## config.mk

```make
export PLATFORM = sky130hd
export DESIGN_NAME = mksnap_ctrl
export DESIGN_NICKNAME = d
export VERILOG_FILES = /design/src/rtl/mask_keypoint_snap_core_macros.svh /design/src/rtl/mksnap_pkg.sv /design/src/rtl/mksnap_ctrl.sv
export SDC_FILE = /design/constraint.sdc
export NUM_CORES = 1
export LEC_CHECK = 0
export BUFFER_PORTS_ARGS = -buffer_cell sky130_fd_sc_hd__buf_2
export CAP_MARGIN = 40
export CORE_AREA = 5 5 42 44
export CTS_BUF_LIST = sky130_fd_sc_hd__clkbuf_4
export DETAILED_ROUTE_END_ITERATION = 16
export DIE_AREA = 0 0 47 49
export SETUP_SLACK_MARGIN = 0.1
export SYNTH_ARGS = -nofsm -noshare
export SYNTH_HDL_FRONTEND = slang
export SYNTH_SLANG_ARGS = --single-unit
```

## constraint.sdc

```tcl
create_clock -name i_clk -period 2.7 [get_ports i_clk]
set_input_delay 0.135 -clock i_clk [delete_from_list [all_inputs] [get_ports i_clk]]
set_output_delay 0.135 -clock i_clk [all_outputs]
set_load 0.02 [all_outputs]
```

## src/rtl/mask_keypoint_snap_core_macros.svh

```systemverilog
// Assertion macros for the RTL files (included by mksnap_dp.sv).
// Assumes the enclosing module has i_clk and i_rst_n.
`ifndef MASK_KEYPOINT_SNAP_CORE_MACROS_SVH
`define MASK_KEYPOINT_SNAP_CORE_MACROS_SVH
`ifndef ASSERT_OFF
`define MKSNAP_ASSERT(lbl, prop, msg) \
    lbl: assert property (@(posedge i_clk) disable iff (!i_rst_n) prop) else $error(msg);
`define MKSNAP_ASSERT_ALWAYS(lbl, prop, msg) \
    lbl: assert property (@(posedge i_clk) prop) else $error(msg);
`else
`define MKSNAP_ASSERT(lbl, prop, msg)
`define MKSNAP_ASSERT_ALWAYS(lbl, prop, msg)
`endif
`endif

```

## src/rtl/mksnap_pkg.sv

```systemverilog
package mksnap_pkg;

    localparam int MAX_COLS_DEF   = 512;
    localparam int MAX_ROWS_DEF   = 512;
    localparam int MAX_RADIUS_DEF = 64;

    localparam int COORD_W   = 9;
    localparam int Q_W       = 16;
    localparam int AREA_W    = 10;
    localparam int AREA_RST  = 512;
    localparam int CFG_IDX_W = 1;

    localparam logic [CFG_IDX_W-1:0] REG_COLS = CFG_IDX_W'(0);
    localparam logic [CFG_IDX_W-1:0] REG_ROWS = CFG_IDX_W'(1);

    localparam logic KIND_WRITE = 1'b0;
    localparam logic KIND_QUERY = 1'b1;

    typedef struct packed {
        logic wr;
        logic query;
        logic direct;
        logic first_rad;
        logic win;
        logic scan;
        logic next_rad;
        logic emit;
    } t_mks_cmd;

    typedef struct packed {
        logic pix_bit;
        logic scan_last;
        logic pipe_busy;
        logic found;
        logic full_cover;
        logic rad_max;
        logic out_free;
    } t_mks_sts;

    // last usable index of an area register; 0 acts as 1, large values saturate
    function automatic int lim_top(input logic [AREA_W-1:0] v, input int maxv);
        int u;
        u = int'(v);
        if (u == 0) u = 1;
        if (u > maxv) u = maxv;
        return u - 1;
    endfunction

endpackage

```

## src/rtl/mksnap_ctrl.sv

```systemverilog
module mksnap_ctrl import mksnap_pkg::*; (
    input  logic     i_clk,
    input  logic     i_rst_n,
    input  logic     i_in_valid,
    input  logic     i_in_kind,
    input  t_mks_sts i_sts,
    output logic     o_in_ready,
    output t_mks_cmd o_cmd
);

    typedef enum logic [2:0] {
        S_IDLE,
        S_LOAD,
        S_CHECK,
        S_WIN,
        S_SCAN,
        S_DRAIN,
        S_DONE
    } t_state;

    t_state r_state;
    t_state n_state;

    always_comb begin
        n_state = r_state;
        o_cmd   = '0;
        case (r_state)
            S_IDLE: begin
                if (i_in_valid) begin
                    if (i_in_kind == KIND_WRITE) begin
                        o_cmd.wr = 1'b1;
                    end else begin
                        o_cmd.query = 1'b1;
                        n_state     = S_LOAD;
                    end
                end
            end
            S_LOAD: n_state = S_CHECK;
            S_CHECK: begin
                if (i_sts.pix_bit) begin
                    o_cmd.direct = 1'b1;
                    n_state      = S_DONE;
                end else begin
                    o_cmd.first_rad = 1'b1;
                    n_state         = S_WIN;
                end
            end
            S_WIN: begin
                o_cmd.win = 1'b1;
                n_state   = S_SCAN;
            end
            S_SCAN: begin
                o_cmd.scan = 1'b1;
                if (i_sts.scan_last) n_state = S_DRAIN;
            end
            S_DRAIN: begin
                // wait for the distance pipe to settle before judging the window
                if (!i_sts.pipe_busy) begin
                    if (i_sts.found || i_sts.full_cover || i_sts.rad_max) begin
                        n_state = S_DONE;
                    end else begin
                        o_cmd.next_rad = 1'b1;
                        n_state        = S_WIN;
                    end
                end
            end
            S_DONE: begin
                if (i_sts.out_free) begin
                    o_cmd.emit = 1'b1;
                    n_state    = S_IDLE;
                end
            end
            default: n_state = S_IDLE;
        endcase
    end

    always_ff @(posedge i_clk) begin
        if (!i_rst_n) begin
            r_state <= S_IDLE;
        end else begin
            r_state <= n_state;
        end
    end

    assign o_in_ready = (r_state == S_IDLE);

endmodule

```

==> impl_results.md, run 1 <==
- Area growth from synthesis to layout: 42.4%
- F_max: 0.591 GHz
- Num CTS Buffers: 3
- RSZ-0062 raised after global routing: false
- Top cell type's share of synthesized area: 0.203
- Yosys reg bits: 3
- Worst EP arrival: 1.56 ns
- Synth unique cells: 25
- Worst Hold Slack: 0.144 ns
- Final setup viols: 0
- Post-synth ARST share: 0
- Count of pins over their slew limit: 0
- Syn nets: 50
- Status: finished, final reports clean
- Critical path capture point type: primary output
- Ranking of synthesized cells by area: dfxtp_1 20%, or4b_1 6.8%, nand2b_1 6.4%
- Post-CTS setup buffer count: 0
- Overflow after GRT: 0
- Synth top cells by count: 3 x dfxtp_1, 3 x nand2_1, 3 x nand2b_1, 3 x nor2_1
- Placer Congestion: 0.718
- Syn_area_per_cell: 7.57 sq um
- H-tree depth: 1
- First-pass GRT wire length: 1.30 mm
- Pleak: 0.204 nW
- Area leader, netlist: dfxtp_1
- Number of core rows: 14
- Fin crit share: 0.627
- Antenna violations before repair: 0
- Critical path required time: 2.57 ns
- Post_cts resized: 0
- Max reg flops: 3
- Sequential share of the synthesized area: 0.203
- Setup Skew: 0.000670 ns
- DRC viols: 0
- Half-perimeter wire length after placement: 689 um
- Number of global-route vias before repair: 317
- Setup TNS: 0 ns
- CTS root buf: clkbuf_4
- Final nets: 71
- CTS Sinks: 3
- Seq pwr share: 0.251
- Clock transition at the registers of the reported paths: 0.04 ns
- P_sw: 0.000211 W
- Reg with most FFs: r_state
- HP Class: input port to register
- Clock Power Share: 0.200
- Share of cells above drive strength 1: 0.424
- Largest net degree at the start of global routing: 13
- Full die area: 2300 sq um
- Core Area: 1400 sq um
- Drt pass-1 iters: 4
- Vias: 355
- Syn Inst Count: 39
- IO Pins: 20
- Net Sw Frac: 0.458
- Ant diodes: 0
- Fill cells: 168
- Internal Power: 0.000249 W
- Routed wire length: 835 um
- Worst vdd ir: 0.278 mV
- Total of max-cap violations: 0
- DR iter-0 viols: 1
- Regs by FF count: r_state: 3 flops
- Primary FF master, synth: dfxtp_1
- Post-CTS Hold Fix Bufs: 0
- Ys Warns: 0
- Final min period: 1.69 ns
- Final ANT Viol Nets: 0
- CTS tree: built
- DR WL/cell: 11.1 um
- Total power: 0.000460 W
- Die width: 47 um
- Gr usage total: 0.0802
- Critical path type: register to primary output
- PwrDens: 1090 nW/um^2
- Post-synth EDFFs: 0
- Final Hold Fails: 0
- Slew margin rel.: 0.767
- Comb pwr share: 0.550
- Vias per cell: 4.73
- Die Height: 49 um
- Mapped Area: 295 sq um
- Worst-Margin Slew: 0.350 ns
- Initial Util: 0.211
- Clk_lat worst skew: 0.24 ns
- Longest Clk Path Bufs: 2
- Worst setup SP type: register
- Buffers on Ports: 19
- Worst Path Max Fanout: 10
[cells in the final DEF, fill, tap and decap left out, types with 2 or more instances in the layout]
cell type  instances
buf_2             19
clkbuf_4           4
dfxtp_1            3
inv_1              2
nand2_1            3
nand2b_1           3
nand3_1            2
nor2_1             3
nor3_1             2
nor3b_1            2
or4b_1             2
[power by group through the flow]
stage,clock [W],sequential (W),combinational (W)
global route,0.000102,0.000121,0.000276
CTS,0.0000973,0.000114,0.000255
detailed placement,0,0.000116,0.000254
finish,0.0000917,0.000115,0.000253
global placement,0,0.000114,0.000250
floorplan,0,0.0000717,0.000246
[layout make-up]
cell class | instances | area [sq um] | area share
multi-input combinational | 31 | 208 | 0.494
tap | 16 | 20.0 | 0.0476
clock buffer | 4 | 30.0 | 0.0714
sequential | 3 | 60.1 | 0.143
timing repair buffer | 19 | 95.1 | 0.226
inverter | 2 | 7.51 | 0.0179
[per-layer routing]
layer / vias to the layer above / part of all wire / routed length, um / global-route usage
met3: 2 / 0.12 / 97 / 0.0332
met2: 15 / 0.44 / 370 / 0.109
met4: 0 / 0.018 / 15 / 0.0553
met5: - / 0 / 0 / 0
met1: 155 / 0.42 / 351 / 0.0987
li1: 183 / - / - / -
[cells by family after synthesis]
logic type	synth area share
AND/OR/NAND/NOR	0.407
AO/OA/AOI/OAI	0.263
buffers and inverters	0.0932
flip-flops	0.203
multiplexers	0.0339
[worst max-delay path: stages (launching register included)]
cell,delay [ns]
dfxtp_1,0.48
or4b_1,0.50
nor3_1,0.15
buf_2,0.19
[path summary, 6_finish.rpt]
check                           slack, ns                 endpoint  cells past startpoint                    start
worst min-delay path                 0.14  r_state[1]$_SDFFE_PN0P_                      2                  i_rst_n
worst min register to register       0.70  r_state[2]$_SDFFE_PN0P_                      2  r_state[1]$_SDFFE_PN0P_
worst max register to register       1.27  r_state[0]$_SDFFE_PN0P_                      3  r_state[2]$_SDFFE_PN0P_
worst max-delay path                 1.01                 o_cmd[1]                      3  r_state[0]$_SDFFE_PN0P_
[through the flow]
stage | std cells | utilization | worst slack (ns) | instance area (sq um)
after floorplan | 39 | - | 1.22 | 295
after global placement | 71 | 0.279 | 1.28 | 390
after detailed placement | 71 | 0.279 | 1.25 | 390
after CTS | 75 | 0.300 | 0.998 | 420
after global routing | 75 | 0.300 | 0.904 | 420
final | 75 | 0.300 | 1.01 | 420
Power figures use the tool's default switching activity.
==> run 2, diff against run 1 <==
- clock period: 2.7 -> 1.7 ns (I/O delays scaled with it)
==> run 2 against run 1 <==
  * Core utilization increased by 0.54 points
  * Global-route usage decreased by 0.36 points
  * Final area increased by 1.8%
  * Cell count increased by 1.3%
  * Worst hold slack got worse by 0.046 ns
  * First-iteration DRC count increased to 3.0 times the previous value
  * Combinational power increased by 70%
  * Non-clock buffer count increased by 1
  * Die area unchanged
  * Worst setup slack got worse by 0.85 ns
  * Sequential share of layout area decreased by 0.25 points
  * Count of clock-buffer cells in the layout unchanged
==> impl_results.md, run 2 (synthesis results as in run 1) <==
- Status: finished, final reports clean (unchanged)
- HP Class: input port to register (unchanged)
- Worst-Margin Slew: 0.381 ns (was 0.350 ns)
- Worst Path Max Fanout: 7 (was 10)
- Number of global-route vias before repair: 316 (was 317)
- Reg with most FFs: r_state (unchanged)
- Pleak: 0.209 nW (was 0.204 nW)
- Core Area: 1400 sq um (unchanged)
- Drt pass-1 iters: 2 (was 4)
- Final ANT Viol Nets: 0 (unchanged)
- Critical path type: register to primary output (unchanged)
- Placer Congestion: 0.753 (was 0.718)
- Worst setup margin: 0.161 ns (was 1.01 ns)
- Longest Clk Path Bufs: 2 (unchanged)
- CTS root buf: clkbuf_4 (unchanged)
- Placed Cells: 72 (was 71)
- Vias per cell: 4.59 (was 4.73)
- Regs by FF count: r_state: 3 flops (unchanged)
- Num CTS Buffers: 3 (unchanged)
- Fin crit share: 0.905
- CTS tree: built (unchanged)
- WL met3: 87 um (was 97 um)
- Clk_lat worst skew: 0.23 ns (was 0.24 ns)
- Most common cell after layout, fill and taps aside: buf_2 (unchanged)
- Antenna violations before repair: 0 (unchanged)
- Crit-path slowest cell: or3_4 (was or4b_1)
- Routed wire length: 806 um (was 835 um)
- Gr usage total: 0.0767 (was 0.0802)
- Setup TNS: 0 ns (unchanged)
- Die width: 47 um (unchanged)
- Most frequent cells in the layout: 19 x buf_2, 4 x clkbuf_4 (unchanged)
- Post-CTS Hold Fix Bufs: 0 (unchanged)
- PwrDens: 1720 nW/um^2 (was 1090 nW/um^2)
- Final min period: 1.54 ns
- First-pass GRT wire length: 1.32 mm (was 1.30 mm)
- P_sw: 0.000329 W (was 0.000211 W)
- Buffers on Ports: 19 (unchanged)
- Met2 Routed Length: 351 um (was 370 um)
- H-tree depth: 1 (unchanged)
- IO Pins: 20 (unchanged)
- Vias: 349 (was 355)
- DRC viols: 0 (unchanged)
- Post-CTS setup buffer count: 0 (unchanged)
- Final Non-Filler Cells: 76 (was 75)
- Seq pwr share: 0.231 (was 0.251)
- Max reg flops: 3 (unchanged)
- Largest net degree at the start of global routing: 13 (unchanged)
- Crit-path max cell delay: 0.37 ns (was 0.50 ns)
- Slew margin rel.: 0.746 (was 0.767)
- Final setup viols: 0 (unchanged)
- Die Height: 49 um (unchanged)
- Clock Power Share: 0.188 (was 0.200)
- Setup Skew: 0.00247 ns (was 0.000670 ns)
- Net Sw Frac: 0.445 (was 0.458)
- Final Hold Fails: 0 (unchanged)
- Worst r2r path cells: 3 (unchanged)
- Worst vdd ir: 0.449 mV (was 0.278 mV)
- Post_cts resized: 0 (unchanged)
- DR WL/cell: 10.6 um (was 11.1 um)
- F_max: 0.650 GHz
- Number of core rows: 14 (unchanged)
- Internal Power: 0.000409 W (was 0.000249 W)
- DR iter-0 viols: 3 (was 1)
- Area growth from synthesis to layout: 44.9% (was 42.4%)
- Final nets: 72 (was 71)
- Clock transition at the registers of the reported paths: 0.04 ns (about the same)
- Share of cells above drive strength 1: 0.433 (was 0.424)
- CTS Sinks: 3 (unchanged)
- Worst EP arrival: 1.45 ns (was 1.56 ns)
- Worst setup SP type: register (unchanged)
- Critical path required time: 1.62 ns (was 2.57 ns)
- Pre-CTS setup slack: 0.249 ns (was 1.25 ns)
- RSZ-0062 raised after global routing: false (unchanged)
- Half-perimeter wire length after placement: 688 um (was 689 um)
- Count of pins over their slew limit: 0 (unchanged)
- Overflow after GRT: 0 (unchanged)
- Top layer reached by signal wires: met3 (was met4)
- Met1 WL: 367 um (was 351 um)
- Ant diodes: 0 (unchanged)
- Crit-path cells: buf_4, or3_4, nor3b_1, buf_2 (was or4b_1, nor3_1, buf_2)
- Critical path capture point type: primary output (unchanged)
- Initial Util: 0.211 (unchanged)
- Total of max-cap violations: 0 (unchanged)
- Comb pwr share: 0.581 (was 0.550)
- Hold Path Depth: 2 (unchanged)
- Full die area: 2300 sq um (unchanged)
-- run 2: cell count changes in the layout (fill, tap and decap cells not counted) --
cell and delta:
buf_4 +1
-- run 2: path summary, 6_finish.rpt --
| path | to | slack, ns | startpoint |
|---|---|---|---|
| setup reg to reg | r_state[0]$_SDFFE_PN0P_ | 0.24 | r_state[2]$_SDFFE_PN0P_ |
| setup / recovery | o_cmd[7] | 0.16 | r_state[0]$_SDFFE_PN0P_ |
| hold reg to reg | r_state[0]$_SDFFE_PN0P_ | 0.69 | r_state[0]$_SDFFE_PN0P_ |
| hold / removal | r_state[1]$_SDFFE_PN0P_ | 0.1 | i_rst_n |
-- run 2: critical path, delay by kind of cell, from the launching register on --
family | cells | cell delay (ns)
flip-flops | 1 | 0.33
buffers and inverters | 2 | 0.35
AND/OR/NAND/NOR | 2 | 0.55
-- run 2: power groups by stage --
stage,Clock [W],Combinational [W],Sequential (W)
after floorplan,0,0.000391,0.000114
after global placement,0,0.000430,0.000168
after detailed placement,0,0.000438,0.000170
after CTS,0.000145,0.000438,0.000169
after global routing,0.000160,0.000479,0.000178
final,0.000139,0.000429,0.000170
-- run 2: area by class of cell --
class,count,area [sq um]
sequential,3,60.1
tap,16,20.0
multi-input combinational,31,208
fill,172,973
inverter,2,7.51
timing repair buffer,20,103
clock buffer,4,30.0
-- run 2: per-layer routing --
metal	GRT usage	up-vias
met5	0	-
met4	0.0415	0
met3	0.0221	0
met2	0.0995	13
met1	0.109	151
li1	-	185
-- run 2: per-stage QoR --
stage / total power (W) / hold slack (ns) / cell area [sq um] / utilization
finish: 0.000738 / 0.0978 / 428 / 0.305
floorplan: 0.000505 / 0.203 / 295 / -
CTS: 0.000752 / 0.0949 / 428 / 0.305
detailed placement: 0.000608 / 0.337 / 398 / 0.284
global route: 0.000817 / 0.0863 / 428 / 0.305
global placement: 0.000598 / 0.336 / 398 / 0.284
==> run 3, diff against run 2 <==
- BUFFER_PORTS_ARGS: -buffer_cell sky130_fd_sc_hd__buf_2 -> -buffer_cell sky130_fd_sc_hd__clkbuf_2
- PLACE_DENSITY: unset -> 0.49
==> run 3 against run 2 <==
  * Fmax increased by 0.91%
  * Count of clock-buffer cells in the layout unchanged
  * Critical path depth decreased by 1
  * Via count increased by 0.57%
  * Worst setup slack improved by 0.014 ns
  * Final area increased by 0.29%
  * Critical endpoint is now o_cmd[1]
  * Largest power group unchanged
==> impl_results.md, run 3 (synthesis results as in run 1) <==
- Worst Path Max Fanout: 10 (was 7)
- Slew margin rel.: 0.821 (was 0.746)
- First-pass GRT wire length: 1.37 mm (was 1.32 mm)
- RSZ-0062 raised after global routing: false (unchanged)
- Status: finished, final reports clean (unchanged)
- Critical path type: register to primary output (unchanged)
- Setup Skew: 0.000504 ns (was 0.00247 ns)
- IO Pins: 20 (unchanged)
- PwrDens: 1730 nW/um^2 (was 1720 nW/um^2)
- DR WL/cell: 10.7 um (was 10.6 um)
- Share of cells above drive strength 1: 0.450 (was 0.433)
- Clk_lat worst skew: 0.23 ns (about the same)
- F_max: 0.656 GHz (was 0.650 GHz)
- Die Height: 49 um (unchanged)
- Final ANT Viol Nets: 0 (unchanged)
- Final nets: 72 (unchanged)
- Core Area: 1400 sq um (unchanged)
- Post-CTS Hold Fix Bufs: 0 (unchanged)
- CTS Sinks: 3 (unchanged)
- Max reg flops: 3 (unchanged)
- Fin crit share: 0.897 (was 0.905)
- Final Hold Fails: 0 (unchanged)
- Critical path capture point type: primary output (unchanged)
- Final setup viols: 0 (unchanged)
- Overflow after GRT: 0 (unchanged)
- Worst setup SP type: register (unchanged)
- HP Class: input port to register (unchanged)
- Die width: 47 um (unchanged)
- Half-perimeter wire length after placement: 683 um (was 688 um)
- Regs by FF count: r_state: 3 flops (unchanged)
- Critical path required time: 1.62 ns (about the same)
- Vias: 351 (was 349)
- Most frequent cells in the layout: 18 x clkbuf_2, 4 x clkbuf_4, 3 x nand2b_1, 3 x nor2_1, 3 x nand2_1 (was 19 x buf_2, 4 x clkbuf_4)
- CTS tree: built (unchanged)
- Drt pass-1 iters: 3 (was 2)
- Worst-Margin Slew: 0.267 ns (was 0.381 ns)
- Initial Util: 0.211 (unchanged)
- DR iter-0 viols: 5 (was 3)
- Fill cells: 162 (was 172)
- Buffers on Ports: 19 (unchanged)
- Longest Clk Path Bufs: 2 (unchanged)
- H-tree depth: 1 (unchanged)
- Setup TNS: 0 ns (unchanged)
- CTS root buf: clkbuf_4 (unchanged)
- Reg with most FFs: r_state (unchanged)
- Gr usage total: 0.0795 (was 0.0767)
- DRC viols: 0 (unchanged)
- Most common cell after layout, fill and taps aside: clkbuf_2 (was buf_2)
- Ant diodes: 0 (unchanged)
- Full die area: 2300 sq um (unchanged)
- Antenna violations before repair: 0 (unchanged)
- Routed wire length: 811 um (was 806 um)
- Worst vdd ir: 0.682 mV (was 0.449 mV)
- Placer Congestion: 0.817 (was 0.753)
- Final min period: 1.52 ns (was 1.54 ns)
- Area of the multi-input gates: 208 sq um (unchanged)
- Num CTS Buffers: 3 (unchanged)
- Number of global-route vias before repair: 312 (was 316)
- Pleak: 0.207 nW (was 0.209 nW)
- Count of pins over their slew limit: 0 (unchanged)
- Clock transition at the registers of the reported paths: 0.04 ns (about the same)
- Area growth from synthesis to layout: 45.3% (was 44.9%)
- Worst setup margin: 0.175 ns (was 0.161 ns)
- Number of core rows: 14 (unchanged)
- Vias per cell: 4.62 (was 4.59)
- Worst EP arrival: 1.44 ns (was 1.45 ns)
- Reg area: 61.3 sq um (was 60.1 sq um)
- Pre-CTS setup slack: 0.313 ns (was 0.249 ns)
- Largest net degree at the start of global routing: 11 (was 13)
- Total of max-cap violations: 0 (unchanged)
[run 3: repair_timing]
| action | 4_1_cts | 5_1_grt |
|---|---|---|
| hold endpoints to repair | 0 | 0 |
| gates resized for setup | 1 | 1 |
| endpoints found under the setup margin | 1 | 1 |
| setup buffers | 0 | 0 |
[run 3: critical path: stages (launching register included)]
cell     delay [ns]
dfxtp_2        0.39
or4b_1         0.47
nor3_1         0.16
buf_2          0.19
[run 3: metal layers]
metal	track usage	vias to the layer above	wire (um)
met3	0.0443	0	94
met4	0.0276	0	0
met1	0.116	155	379
met2	0.0950	13	337
met5	0	-	0
li1	-	183	-
[run 3: power by group]
| part | total, W | switching [W] | internal, W |
|---|---|---|---|
| Combinational | 0.000435 | 0.000235 | 0.000200 |
| Clock | 0.000138 | 0.0000347 | 0.000104 |
| Sequential | 0.000169 | 0.0000625 | 0.000107 |
[run 3: path summary, 6_finish.rpt]
check / to / slack, ns / depth (start not counted) / startpoint
hold reg to reg: r_state[0]$_SDFFE_PN0P_ / 0.69 / 3 / r_state[0]$_SDFFE_PN0P_
setup / recovery: o_cmd[1] / 0.18 / 3 / r_state[0]$_SDFFE_PN0P_
hold / removal: r_state[1]$_SDFFE_PN0P_ / 0.10 / 2 / i_rst_n
setup reg to reg: r_state[0]$_SDFFE_PN0P_ / 0.39 / 3 / r_state[2]$_SDFFE_PN0P_
[run 3: metrics by stage]
step	total power, W	utilization	hold slack (ns)	cell area (sq um)	std cells
5_1_grt	0.000832	0.306	0.109	429	76
2_1_floorplan	0.000505	-	0.203	295	39
3_5_place_dp	0.000608	0.284	0.334	398	72
4_1_cts	0.000757	0.306	0.0919	429	76
3_3_place_gp	0.000611	0.284	0.335	398	72
6_report	0.000743	0.306	0.101	429	76
[run 3: cell type report]
cell class,count,share of cell area
Timing Repair Buffer,20,0.239
Multi-Input combinational cell,31,0.484
Clock buffer,4,0.0700
Sequential cell,3,0.143
Tap cell,16,0.0466
Inverter,2,0.0175
